## config.mk

```make
export PLATFORM = sky130hd
export DESIGN_NAME = key_difference_finder
export DESIGN_NICKNAME = d
export VERILOG_FILES = /design/src/rtl/kdf_pkg.sv /design/src/rtl/kdf_ram.sv /design/src/rtl/kdf_result_buf.sv /design/src/rtl/key_difference_finder.sv
export SDC_FILE = /design/constraint.sdc
export NUM_CORES = 1
export LEC_CHECK = 0
export ABC_AREA = 1
export BUFFER_PORTS_ARGS = -buffer_cell sky130_fd_sc_hd__buf_2
export CAP_MARGIN = 20
export CELL_PAD_IN_SITES_DETAIL_PLACEMENT = 1
export CELL_PAD_IN_SITES_GLOBAL_PLACEMENT = 1
export CORE_MARGIN = 1
export CORE_UTILIZATION = 40
export CTS_CLUSTER_DIAMETER = 60
export CTS_CLUSTER_SIZE = 30
export DETAILED_ROUTE_END_ITERATION = 16
export PLACE_DENSITY_LB_ADDON = 0.3
export SLEW_MARGIN = 20
export SYNTH_ARGS = -nofsm -noshare
export SYNTH_HDL_FRONTEND = slang
export SYNTH_SLANG_ARGS = --single-unit
```

## constraint.sdc

```tcl
create_clock -name clk_i -period 7.7 [get_ports clk_i]
set_clock_uncertainty 0.1 [all_clocks]
set_input_delay 2.31 -clock clk_i [delete_from_list [all_inputs] [get_ports clk_i]]
set_output_delay 2.31 -clock clk_i [all_outputs]
set_load 0.05 [all_outputs]
```

## src/rtl/kdf_pkg.sv

```systemverilog
package kdf_pkg;

  localparam int unsigned KeyW     = 6;
  localparam int unsigned KeyRange = 64;
  localparam int unsigned MinHeld  = 3;

  typedef enum logic [2:0] {
    ST_CLEAR,
    ST_IDLE,
    ST_CHECK,
    ST_MAPRD,
    ST_EVAL,
    ST_FLUSH
  } kdf_state_e;

  typedef struct packed {
    logic present;
    logic reported;
  } kdf_map_entry_t;

  typedef struct packed {
    logic [KeyW-1:0] difference;
    logic [KeyW-1:0] larger_key;
    logic [KeyW-1:0] smaller_key;
    logic            first_found;
  } kdf_result_t;

  typedef struct packed {
    logic push;
    logic flush;
  } kdf_buf_ctl_t;

endpackage

```

## src/rtl/kdf_ram.sv

```systemverilog
module kdf_ram #(
  parameter int unsigned Width = 2,
  parameter int unsigned Depth = 64,
  parameter int unsigned AddrW = $clog2(Depth)
) (
  input  logic             clk_i,
  input  logic             we_i,
  input  logic [AddrW-1:0] waddr_i,
  input  logic [Width-1:0] wdata_i,
  input  logic             re_i,
  input  logic [AddrW-1:0] raddr_i,
  output logic [Width-1:0] rdata_o
);

  logic [Width-1:0] mem_q [Depth];
  logic [Width-1:0] rdata_q;

  always_ff @(posedge clk_i) begin
    if (we_i) begin
      mem_q[waddr_i] <= wdata_i;
    end
  end

  always_ff @(posedge clk_i) begin
    if (re_i) begin
      rdata_q <= mem_q[raddr_i];
    end
  end

  assign rdata_o = rdata_q;

endmodule

```

## src/rtl/kdf_result_buf.sv

```systemverilog
module kdf_result_buf (
  input  logic                 clk_i,
  input  logic                 rst_ni,
  input  kdf_pkg::kdf_buf_ctl_t ctl_i,
  input  kdf_pkg::kdf_result_t  res_i,
  output logic                 ready_o,
  output logic                 out_valid_o,
  input  logic                 out_ready_i,
  output kdf_pkg::kdf_result_t  out_res_o,
  output logic                 out_last_o
);

  import kdf_pkg::*;

  // The held result waits until the next one, or the end of the run, says
  // whether it is the last of its run.
  logic        hold_valid_q, hold_valid_d;
  kdf_result_t hold_q, hold_d;
  logic        out_valid_q, out_valid_d;
  kdf_result_t out_q, out_d;
  logic        out_last_q, out_last_d;
  logic        out_free;
  logic        move;

  assign out_free = !out_valid_q || out_ready_i;
  assign ready_o  = !hold_valid_q || out_free;
  assign move     = (ctl_i.push || ctl_i.flush) && ready_o && hold_valid_q;

  always_comb begin
    hold_valid_d = hold_valid_q;
    hold_d       = hold_q;
    out_valid_d  = out_valid_q && !out_ready_i;
    out_d        = out_q;
    out_last_d   = out_last_q;
    if (move) begin
      out_valid_d = 1'b1;
      out_d       = hold_q;
      out_last_d  = ctl_i.flush;
    end
    if (ctl_i.push && ready_o) begin
      hold_valid_d = 1'b1;
      hold_d       = res_i;
    end else if (ctl_i.flush && ready_o) begin
      hold_valid_d = 1'b0;
    end
  end

  always_ff @(posedge clk_i or negedge rst_ni) begin
    if (!rst_ni) begin
      hold_valid_q <= 1'b0;
      out_valid_q  <= 1'b0;
    end else begin
      hold_valid_q <= hold_valid_d;
      out_valid_q  <= out_valid_d;
    end
  end

  always_ff @(posedge clk_i) begin
    hold_q     <= hold_d;
    out_q      <= out_d;
    out_last_q <= out_last_d;
  end

  assign out_valid_o = out_valid_q;
  assign out_res_o   = out_q;
  assign out_last_o  = out_last_q;

endmodule

```

## src/rtl/key_difference_finder.sv

```systemverilog
// Finds pairs of distinct keys whose difference is itself a key already held.
// The input channel (in_valid_i, in_ready_o, key_i) takes one key per
// transaction. Zero keys, keys at or above KEY_LIMIT and repeated keys are
// dropped without a result. Every new key is stored; once three or more are
// held it is paired with each earlier key in arrival order, and every
// difference found for the first time gives one transaction on the output
// channel (out_valid_o, out_ready_i and the result fields). last_of_run_o
// marks the final result caused by a key.
// A dropped zero key or a key at or above KEY_LIMIT is turned away in the idle
// state, a repeated key after a map read. In the walk of a new key, each
// earlier key costs a key list read followed by a map read on the single
// read port of each memory. A result waits behind the output register
// until the next result or the end of the walk is known, so the last one
// is held back until the walk ends.
// After reset the presence and reported maps are cleared one entry a cycle
// while in_ready_o is low.
// A stalled receiver holds the walk once both the output register and the
// result waiting behind it are full; nothing is lost.
module key_difference_finder #(
  parameter int unsigned KEY_LIMIT = 64
) (
  input  logic                      clk_i,
  input  logic                      rst_ni,
  input  logic                      in_valid_i,
  output logic                      in_ready_o,
  input  logic [kdf_pkg::KeyW-1:0]  key_i,
  output logic                      out_valid_o,
  input  logic                      out_ready_i,
  output logic [kdf_pkg::KeyW-1:0]  difference_o,
  output logic [kdf_pkg::KeyW-1:0]  larger_key_o,
  output logic [kdf_pkg::KeyW-1:0]  smaller_key_o,
  output logic                      first_found_o,
  output logic                      last_of_run_o
);

  import kdf_pkg::*;

  localparam int unsigned MapDepth = (KEY_LIMIT < KeyRange) ? KEY_LIMIT : KeyRange;
  localparam int unsigned IdxW     = $clog2(MapDepth);
  localparam int unsigned CmpW     = KeyW + 1;

  kdf_state_e       state_q, state_d;
  logic [KeyW-1:0]  k_q, k_d;
  logic [IdxW-1:0]  count_q, count_d;
  logic [IdxW-1:0]  idx_q, idx_d;
  logic             any_found_q, any_found_d;
  logic [KeyW-1:0]  d_q, d_d;
  logic [KeyW-1:0]  hi_q, hi_d;
  logic [KeyW-1:0]  lo_q, lo_d;
  logic             d_ok_q, d_ok_d;

  logic             map_we, map_re;
  logic [IdxW-1:0]  map_waddr, map_raddr;
  kdf_map_entry_t   map_wdata, map_rdata;
  logic             list_we, list_re;
  logic [IdxW-1:0]  list_raddr;
  logic [KeyW-1:0]  list_rdata;

  kdf_buf_ctl_t     buf_ctl;
  kdf_result_t      res;
  kdf_result_t      out_res;
  logic             buf_ready;

  logic [KeyW-1:0]  other_key, pair_hi, pair_lo, pair_diff;
  logic             key_ok, hit, emit;

  assign other_key = list_rdata;
  assign pair_hi   = (k_q > other_key) ? k_q : other_key;
  assign pair_lo   = (k_q > other_key) ? other_key : k_q;
  assign pair_diff = pair_hi - pair_lo;

  assign key_ok = (key_i != '0) && ({1'b0, key_i} < CmpW'(MapDepth));
  assign hit    = d_ok_q && map_rdata.present;
  assign emit   = hit && !map_rdata.reported;

  assign res.difference  = d_q;
  assign res.larger_key  = hi_q;
  assign res.smaller_key = lo_q;
  assign res.first_found = hit && !any_found_q;

  always_comb begin
    state_d     = state_q;
    k_d         = k_q;
    count_d     = count_q;
    idx_d       = idx_q;
    any_found_d = any_found_q;
    d_d         = d_q;
    hi_d        = hi_q;
    lo_d        = lo_q;
    d_ok_d      = d_ok_q;
    in_ready_o  = 1'b0;
    map_we      = 1'b0;
    map_waddr   = idx_q;
    map_wdata   = '0;
    map_re      = 1'b0;
    map_raddr   = key_i[IdxW-1:0];
    list_we     = 1'b0;
    list_re     = 1'b0;
    list_raddr  = idx_q;
    buf_ctl     = '0;
    unique case (state_q)
      ST_CLEAR: begin
        map_we = 1'b1;
        if (idx_q == IdxW'(MapDepth - 1)) begin
          idx_d   = '0;
          state_d = ST_IDLE;
        end else begin
          idx_d = idx_q + 1'b1;
        end
      end
      ST_IDLE: begin
        in_ready_o = 1'b1;
        if (in_valid_i && key_ok) begin
          map_re  = 1'b1;
          k_d     = key_i;
          state_d = ST_CHECK;
        end
      end
      ST_CHECK: begin
        state_d = ST_IDLE;
        if (!map_rdata.present) begin
          map_we            = 1'b1;
          map_waddr         = k_q[IdxW-1:0];
          map_wdata.present = 1'b1;
          list_we           = 1'b1;
          count_d           = count_q + 1'b1;
          if (count_q >= IdxW'(MinHeld - 1)) begin
            idx_d      = '0;
            list_re    = 1'b1;
            list_raddr = '0;
            state_d    = ST_MAPRD;
          end
        end
      end
      ST_MAPRD: begin
        hi_d      = pair_hi;
        lo_d      = pair_lo;
        d_d       = pair_diff;
        d_ok_d    = ({1'b0, pair_diff} < CmpW'(MapDepth)) && (pair_diff != k_q);
        map_re    = 1'b1;
        map_raddr = pair_diff[IdxW-1:0];
        state_d   = ST_EVAL;
      end
      ST_EVAL: begin
        if (!emit || buf_ready) begin
          any_found_d = any_found_q || hit;
          if (emit) begin
            buf_ctl.push       = 1'b1;
            map_we             = 1'b1;
            map_waddr          = d_q[IdxW-1:0];
            map_wdata.present  = 1'b1;
            map_wdata.reported = 1'b1;
          end
          if (idx_q == count_q - IdxW'(MinHeld - 1)) begin
            state_d = ST_FLUSH;
          end else begin
            idx_d      = idx_q + 1'b1;
            list_re    = 1'b1;
            list_raddr = idx_q + 1'b1;
            state_d    = ST_MAPRD;
          end
        end
      end
      ST_FLUSH: begin
        buf_ctl.flush = 1'b1;
        if (buf_ready) begin
          state_d = ST_IDLE;
        end
      end
      default: begin
        state_d = ST_IDLE;
      end
    endcase
  end

  always_ff @(posedge clk_i or negedge rst_ni) begin
    if (!rst_ni) begin
      state_q     <= ST_CLEAR;
      count_q     <= '0;
      idx_q       <= '0;
      any_found_q <= 1'b0;
    end else begin
      state_q     <= state_d;
      count_q     <= count_d;
      idx_q       <= idx_d;
      any_found_q <= any_found_d;
    end
  end

  always_ff @(posedge clk_i) begin
    k_q    <= k_d;
    d_q    <= d_d;
    hi_q   <= hi_d;
    lo_q   <= lo_d;
    d_ok_q <= d_ok_d;
  end

  kdf_ram #(
    .Width ($bits(kdf_map_entry_t)),
    .Depth (MapDepth)
  ) u_map_ram (
    .clk_i   (clk_i),
    .we_i    (map_we),
    .waddr_i (map_waddr),
    .wdata_i (map_wdata),
    .re_i    (map_re),
    .raddr_i (map_raddr),
    .rdata_o (map_rdata)
  );

  kdf_ram #(
    .Width (KeyW),
    .Depth (MapDepth)
  ) u_list_ram (
    .clk_i   (clk_i),
    .we_i    (list_we),
    .waddr_i (count_q),
    .wdata_i (k_q),
    .re_i    (list_re),
    .raddr_i (list_raddr),
    .rdata_o (list_rdata)
  );

  kdf_result_buf u_result_buf (
    .clk_i       (clk_i),
    .rst_ni      (rst_ni),
    .ctl_i       (buf_ctl),
    .res_i       (res),
    .ready_o     (buf_ready),
    .out_valid_o (out_valid_o),
    .out_ready_i (out_ready_i),
    .out_res_o   (out_res),
    .out_last_o  (last_of_run_o)
  );

  assign difference_o  = out_res.difference;
  assign larger_key_o  = out_res.larger_key;
  assign smaller_key_o = out_res.smaller_key;
  assign first_found_o = out_res.first_found;

  a_found_sticky: assert property (@(posedge clk_i) disable iff (!rst_ni)
    any_found_q |=> any_found_q)
    else $error("First-found mark was lost.");

  a_no_self_mark: assert property (@(posedge clk_i) disable iff (!rst_ni)
    (state_q == ST_EVAL && map_we) |-> (d_q != k_q))
    else $error("A key was marked as its own difference.");

  a_count_step: assert property (@(posedge clk_i) disable iff (!rst_ni)
    (state_q == ST_CHECK && !map_rdata.present) |=> (count_q == $past(count_q) + 1'b1))
    else $error("Key count did not advance on a new key.");

endmodule
```

* Word-level counts from Yosys, hierarchy flattened
Memories as Yosys holds them, arrays and structs flattened. A register that Yosys moved wholly into a read port is not among the register bits.
Index checks and enable logic that the tools add are counted.
** Word-level totals
- Register bits after elaboration :: 82
- RAM bits :: 512
- Input bits :: 10
- Output and inout bits :: 22
- Logic and storage cells :: 117
- Memories kept :: 2
** Operators by class
- Add/subtract/negate cells :: 4
- $lt $le $gt $ge :: 2
- Equal/unequal tests :: 12
- Multiplexer cells :: 48
- Bitwise operators :: 1
- Reductions and logical operators :: 28
** Memories
- u_list_ram.mem_q :: words 64, bits a word 6, rd ports 1, clocked after Yosys merged registers in 1, wr ports 1, RTL line kdf_ram.sv:15 : logic [Width-1:0] mem_q [Depth];
- u_map_ram.mem_q :: words 64, bits a word 2, rd ports 1, clocked after Yosys merged registers in 1, wr ports 1, RTL line kdf_ram.sv:15
** Operators with widths (count)
- 2-to-1 mux 6 bit :: 11
- one-hot mux 6 bit (2 select lines) :: 2
- 2-to-1 mux 1 bit :: 20
- one-hot mux 3 bit (6 select lines) :: 1
- one-hot mux 6 bit (3 select lines) :: 1
- 2-to-1 mux 3 bit :: 5
- adder 6 x 1 -> 6 bit, second input constant :: 2
- logical AND 1 bit :: 9
- 2-to-1 mux 2 bit :: 4
- != test 2 bit, second input constant :: 4
- == test 3 x 2 -> 1 bit, second input constant :: 2
- == test 3 bit, second input constant :: 2
- == test 6 bit :: 1
- == test 6 bit, second input constant :: 1
- greater-or-equal comparator 6 x 2 -> 1 bit, second input constant :: 1
- greater-than comparator 6 bit :: 1
- zero test 1 bit :: 6
- != test 6 bit :: 1
- one-hot mux 1 bit (2 select lines) :: 3
- AND reduction 2 bit :: 3
- nonzero test 6 bit :: 1
- subtractor 6 x 2 -> 6 bit, second input constant :: 1
- subtractor 6 bit :: 1
- logical OR 1 bit :: 5
- other kinds (7) :: 7

* Depth between registers and ports, before layout
- Depth in word-level cells :: 10
- Gate-level depth with buffers :: 26
- Depth with buffers taken out :: 24

* Cells and area by module
Synthesis repeated with hierarchy kept, for this count alone.
** Second synthesis, totals
- Cell total of the unflattened synthesis :: 2335
- Area total of the unflattened synthesis :: 25899.8 um2
** Modules (own cells, without submodules)
- kdf_ram at u_list_ram :: times used 1, cells each 1376, area an instance 15990.3 um2, seq. area each 11711.2 um2
- kdf_ram at u_map_ram :: times used 1, cells each 520, area an instance 5634.2 um2, seq. area each 3903.7 um2
- key_difference_finder :: times used 1, cells each 385, area an instance 2990.4 um2, seq. area each 1151.1 um2
- kdf_result_buf :: times used 1, cells each 54, area an instance 1285.0 um2, seq. area each 1221.2 um2

* Worst setup path before layout
Ideal clock, no wire load.
- Path type :: in2reg
- Start :: input out_ready_i
- End :: memory u_map_ram.mem_q[40][0], in the netlist u_map_ram.mem_q[10][0] (enable)
- Library setup time :: 0.309 ns
- Data arrival time :: 5.830 ns
- Setup slack :: 1.461 ns
- Stages on the path :: 10
- Cells stage by stage :: nor2_1 -> nand2_1 -> nand2_1 -> nor2_1 -> inv_1 -> nand2_1 -> nor2_1 -> nor2_1 -> nand2_1 -> nor2_1
** Between the ends
- Word-level cells in the longest chain between the ends :: 7
** Ends and longest elaborated chain
- start, declared :: RTL line key_difference_finder.sv:28 : input logic out_ready_i,
- logical OR 1 bit (*) :: RTL line kdf_result_buf.sv:25 : assign out_free = !out_valid_q || out_ready_i;
- logical OR 1 bit (*) :: RTL line kdf_result_buf.sv:26 : assign ready_o = !hold_valid_q || out_free;
- logical OR 1 bit (*) :: RTL line key_difference_finder.sv:145 : if (!emit || buf_ready) begin
- 2-to-1 mux 1 bit :: RTL line key_difference_finder.sv:145
- one-hot mux 1 bit (3 select lines) :: RTL line key_difference_finder.sv:101 : unique case (state_q)
- 2-to-1 mux 1 bit :: RTL line kdf_ram.sv:19 : if (we_i) begin
- 2-to-1 mux 1 bit (implied by the code) :: RTL line kdf_ram.sv:20 : mem_q[waddr_i] <= wdata_i;
- end, declared :: RTL line kdf_ram.sv:15
Every way passes the cells marked *; elsewhere a longest branch is shown, timed or not.

* Worst setup path in the final report
- Start :: input out_ready_i
- End :: register u_list_ram.rdata_q[0], in the netlist u_list_ram.rdata_o[0] (read register of u_list_ram.mem_q) (data pin)
** Between the ends
- Word-level cells in the longest chain between the ends :: 5
** Ends and longest elaborated chain
- logical OR 1 bit (*) :: RTL line kdf_result_buf.sv:25
- logical OR 1 bit (*) :: RTL line kdf_result_buf.sv:26
- logical OR 1 bit (*) :: RTL line key_difference_finder.sv:145
- 2-to-1 mux 6 bit / 2-to-1 mux 1 bit (equally long branches)
- one-hot mux 6 bit (2 select lines) / one-hot mux 1 bit (2 select lines) (equally long branches) :: RTL line key_difference_finder.sv:101
- end, declared :: RTL line kdf_ram.sv:16 : logic [Width-1:0] rdata_q;
Marks and branches as above.
A chain may end at the register's enable or synchronous reset.

==> out/results.tsv <==
metric	value	unit
worstSetupPathType	in -> reg	
cp-start-kind	input pin	
synth.yosys.seq_area_share	64.6	%
whs	323	ps
yosys_warnings	0	
synth-main-ff-cell	edfxtp_1	
routed_via_density	5.43	
worst_slew_pin_slew	1070	ps
synthAdderAreaFrac	0.629	%
hold_violations	0	
synth-seq-cells	602	
yosysMostFrequentCell	edfxtp_1	
hold_class	reg -> reg	
netlist_top_cells_count	584 x edfxtp_1, 446 x inv_1, 412 x nand3_1	
end_kind	flop	
post_cts_buffers	0	
clockBufferDepth	3	
grt_pass1_vias	20400	
htreeDepth	2	
numCtsBuffers	47	
ir_worst_vdd	0.210	mV
setup_viol	0	
slew_headroom	28.6	%
min-delay-start	u_result_buf.hold_q[8]$_DFFE_PP_	
antenna_cells	0	
synth_fp_nets	2738	
avgSynthCellArea	10.3	µm²
syn_inst	2714	
die-area	70600	µm²
worst_skew_pair.late_latency	620	ps
antenna_left	0	
cts.root.buffer_cell	clkbuf_16	
placed_cell_area	28700	µm²
ys_top_cells_by_area	edfxtp_1 63%, nand3_1 7.4%, inv_1 6.0%	
cp_max_fo	96	
wl_per_cell	21.7	µm
muxShareOfSynthArea	0	%
drt_iter0_drc	1753	
fin_crit_sh	70.0	%
stdcell_area	30400	µm²
finalNetCount	2696	
hpwl	48.6	mm
synth_top_family_by_area	simple AND/OR/NAND/NOR gates	
critPathRequiredTime	7960	ps
place.gp.congestion	0.825	
dieWidth	266	µm
route.detailed.drc	0	
antenna_found_initial	0	
reg2reg_from	count_q[3]$_DFFE_PN0P_	
synth_edf_count	584	
grt_max_degree	97	
async_reset_ff_share	2.99	%
track_usage	22.5	%
synth_compound_area_share	3.51	%
clkSinkCount	602	
start_util	40.5	%
max-cap-violations	0	
critPathLaunch	out_ready_i	
synth-simple-area-share	21.7	%
grt_first_pass_wirelength	122	mm
synth_xor_area_share	0.468	%
io_buffers	31	
power_density	366	nW/µm²
p_leak	11.9	nW
drv_slew	0	
num_rows	96	
netlist.area_leader.share	63.0	%
ios	32	
outcome	complete, no violations	
rsz0062_at_grt	no	
fillCellCount	7659	
syn_area	27800	µm²
drive_gt1_share	7.78	%
post_cts_resized	0	
max_freq	185	MHz
core_region_area	68700	µm²
period_needed	5390	ps
grt_overflow_total	0	
worst_ep_arrival_time	5650	ps
hold_buffers	0	
cts_tree	done	
synth_cell_type_count	47	
fin_tns_setup	0	ps
cts.clk_slew.worst_paths	80	ps
wirelength	79.1	mm
vias	19800	
area_growth	9.27	%
die_h	266	µm
dr.pass1.iters	7	
yosysTopAreaCell	edfxtp_1	
==> registers in the layout (all words and copies together), names as in the netlist <==
name                       flops
any_found_q                    1
count_q                        6
d_ok_q                         1
d_q                            6
hi_q                           6
idx_q                          6
k_q                            6
lo_q                           6
state_q                        3
u_list_ram.mem_q             384
u_list_ram.rdata_o             6
u_map_ram.mem_q              128
u_map_ram.rdata_o              2
u_result_buf.hold_q           19
u_result_buf.hold_valid_q      1
u_result_buf.out_last_o        1
u_result_buf.out_res_o        19
u_result_buf.out_valid_o       1
==> layout make-up <==
class	count	area (µm²)	area share, %
multi-input cells	1489	7390	24.3
repair buffers	58	395	1.30
well taps	931	1160	3.83
flip-flops and latches	602	18000	59.1
clock buffers	54	1250	4.13
clock inverters	34	434	1.43
inverters	474	1780	5.86
==> kinds of logic (layout without fill, tap and decap cells) <==
logic type / Yosys count / count (layout)
adder cells (fa/ha/maj): 14 / 14
buffers and inverters: 623 / 620
AND/OR/NAND/NOR: 1305 / 1305
XOR/XNOR: 14 / 14
AO/OA/AOI/OAI: 156 / 156
flip-flops: 602 / 602
==> layout by cell type (no fill, tap or decap), types with 8 or more instances in the layout <==
cell type  synthesis  routed
o32ai_1           32      32
inv_1            446     446
buf_4             11      24
xor2_1            11      11
a21oi_1           17      17
a31oi_1            8       8
inv_8              0       9
dfrtp_1           18      18
clkbuf_16          0      49
nand2_1          396     392
o21ai_1           12      12
buf_2             81      31
nand2_2            8       8
edfxtp_1         584     584
ha_1              14      14
o21ai_0           64      64
inv_2             26      25
nand4_1          177     177
nand3_1          412     412
nor2_1           277     276
==> final timing paths <==
kind	to	slack (ps)	depth (start not counted)
hold reg to reg	u_result_buf.out_res_o[8]$_DFFE_PP_	320	0
max in group asynchronous	idx_q[0]$_DFFE_PN0P_	5610	1
min in group asynchronous	idx_q[3]$_DFFE_PN0P_	1550	1
setup / recovery	u_list_ram.rdata_o[0]$_DFFE_PP_	2310	18
setup reg to reg	u_list_ram.rdata_o[4]$_DFFE_PP_	2800	17
hold / removal	u_result_buf.out_res_o[8]$_DFFE_PP_	320	0
==> report_power, final <==
group / switching [W] / leakage [nW] / total [W] / internal (W)
sequential: 0.000125 / 5.37 / 0.00398 / 0.00386
clock: 0.00133 / 0.828 / 0.00269 / 0.00136
combinational: 0.00328 / 5.65 / 0.00445 / 0.00117
total: 0.00474 / 11.9 / 0.0111 / 0.00638
==> metal layers <==
metal | global-route usage (%) | wire length [µm]
met5 | 0 | 0
met4 | 7.80 | 2500
met1 | 30.9 | 35100
met2 | 36.6 | 37400
met3 | 2.99 | 4140
==> metrics by stage <==
stage / utilization [%] / instances / setup WS [ps] / power, W
2_1_floorplan: - / 2714 / 1460 / 0.00706
3_3_place_gp: 41.8 / 3554 / 1880 / 0.00838
3_5_place_dp: 41.8 / 3554 / 1810 / 0.00847
4_1_cts: 44.3 / 3642 / 2480 / 0.0112
5_1_grt: 44.3 / 3642 / 2120 / 0.0117
6_report: 44.3 / 3642 / 2310 / 0.0111
==> worst max-delay path, cell delays in order <==
cell     delay [ps]
buf_2           110
nor2_1          100
nand2_1         150
nor2_4          200
nor2_1           80
nand2_1         100
nand2_1          50
nand2_1          90
nand3_1         120
nand2_4         710
inv_2           100
buf_12          240
nand3_1         210
nand3_1         110
nand3_1         230
nand3_1         170
nand3_1         220
nand2_1          90
(Power assumes the default switching activity.)
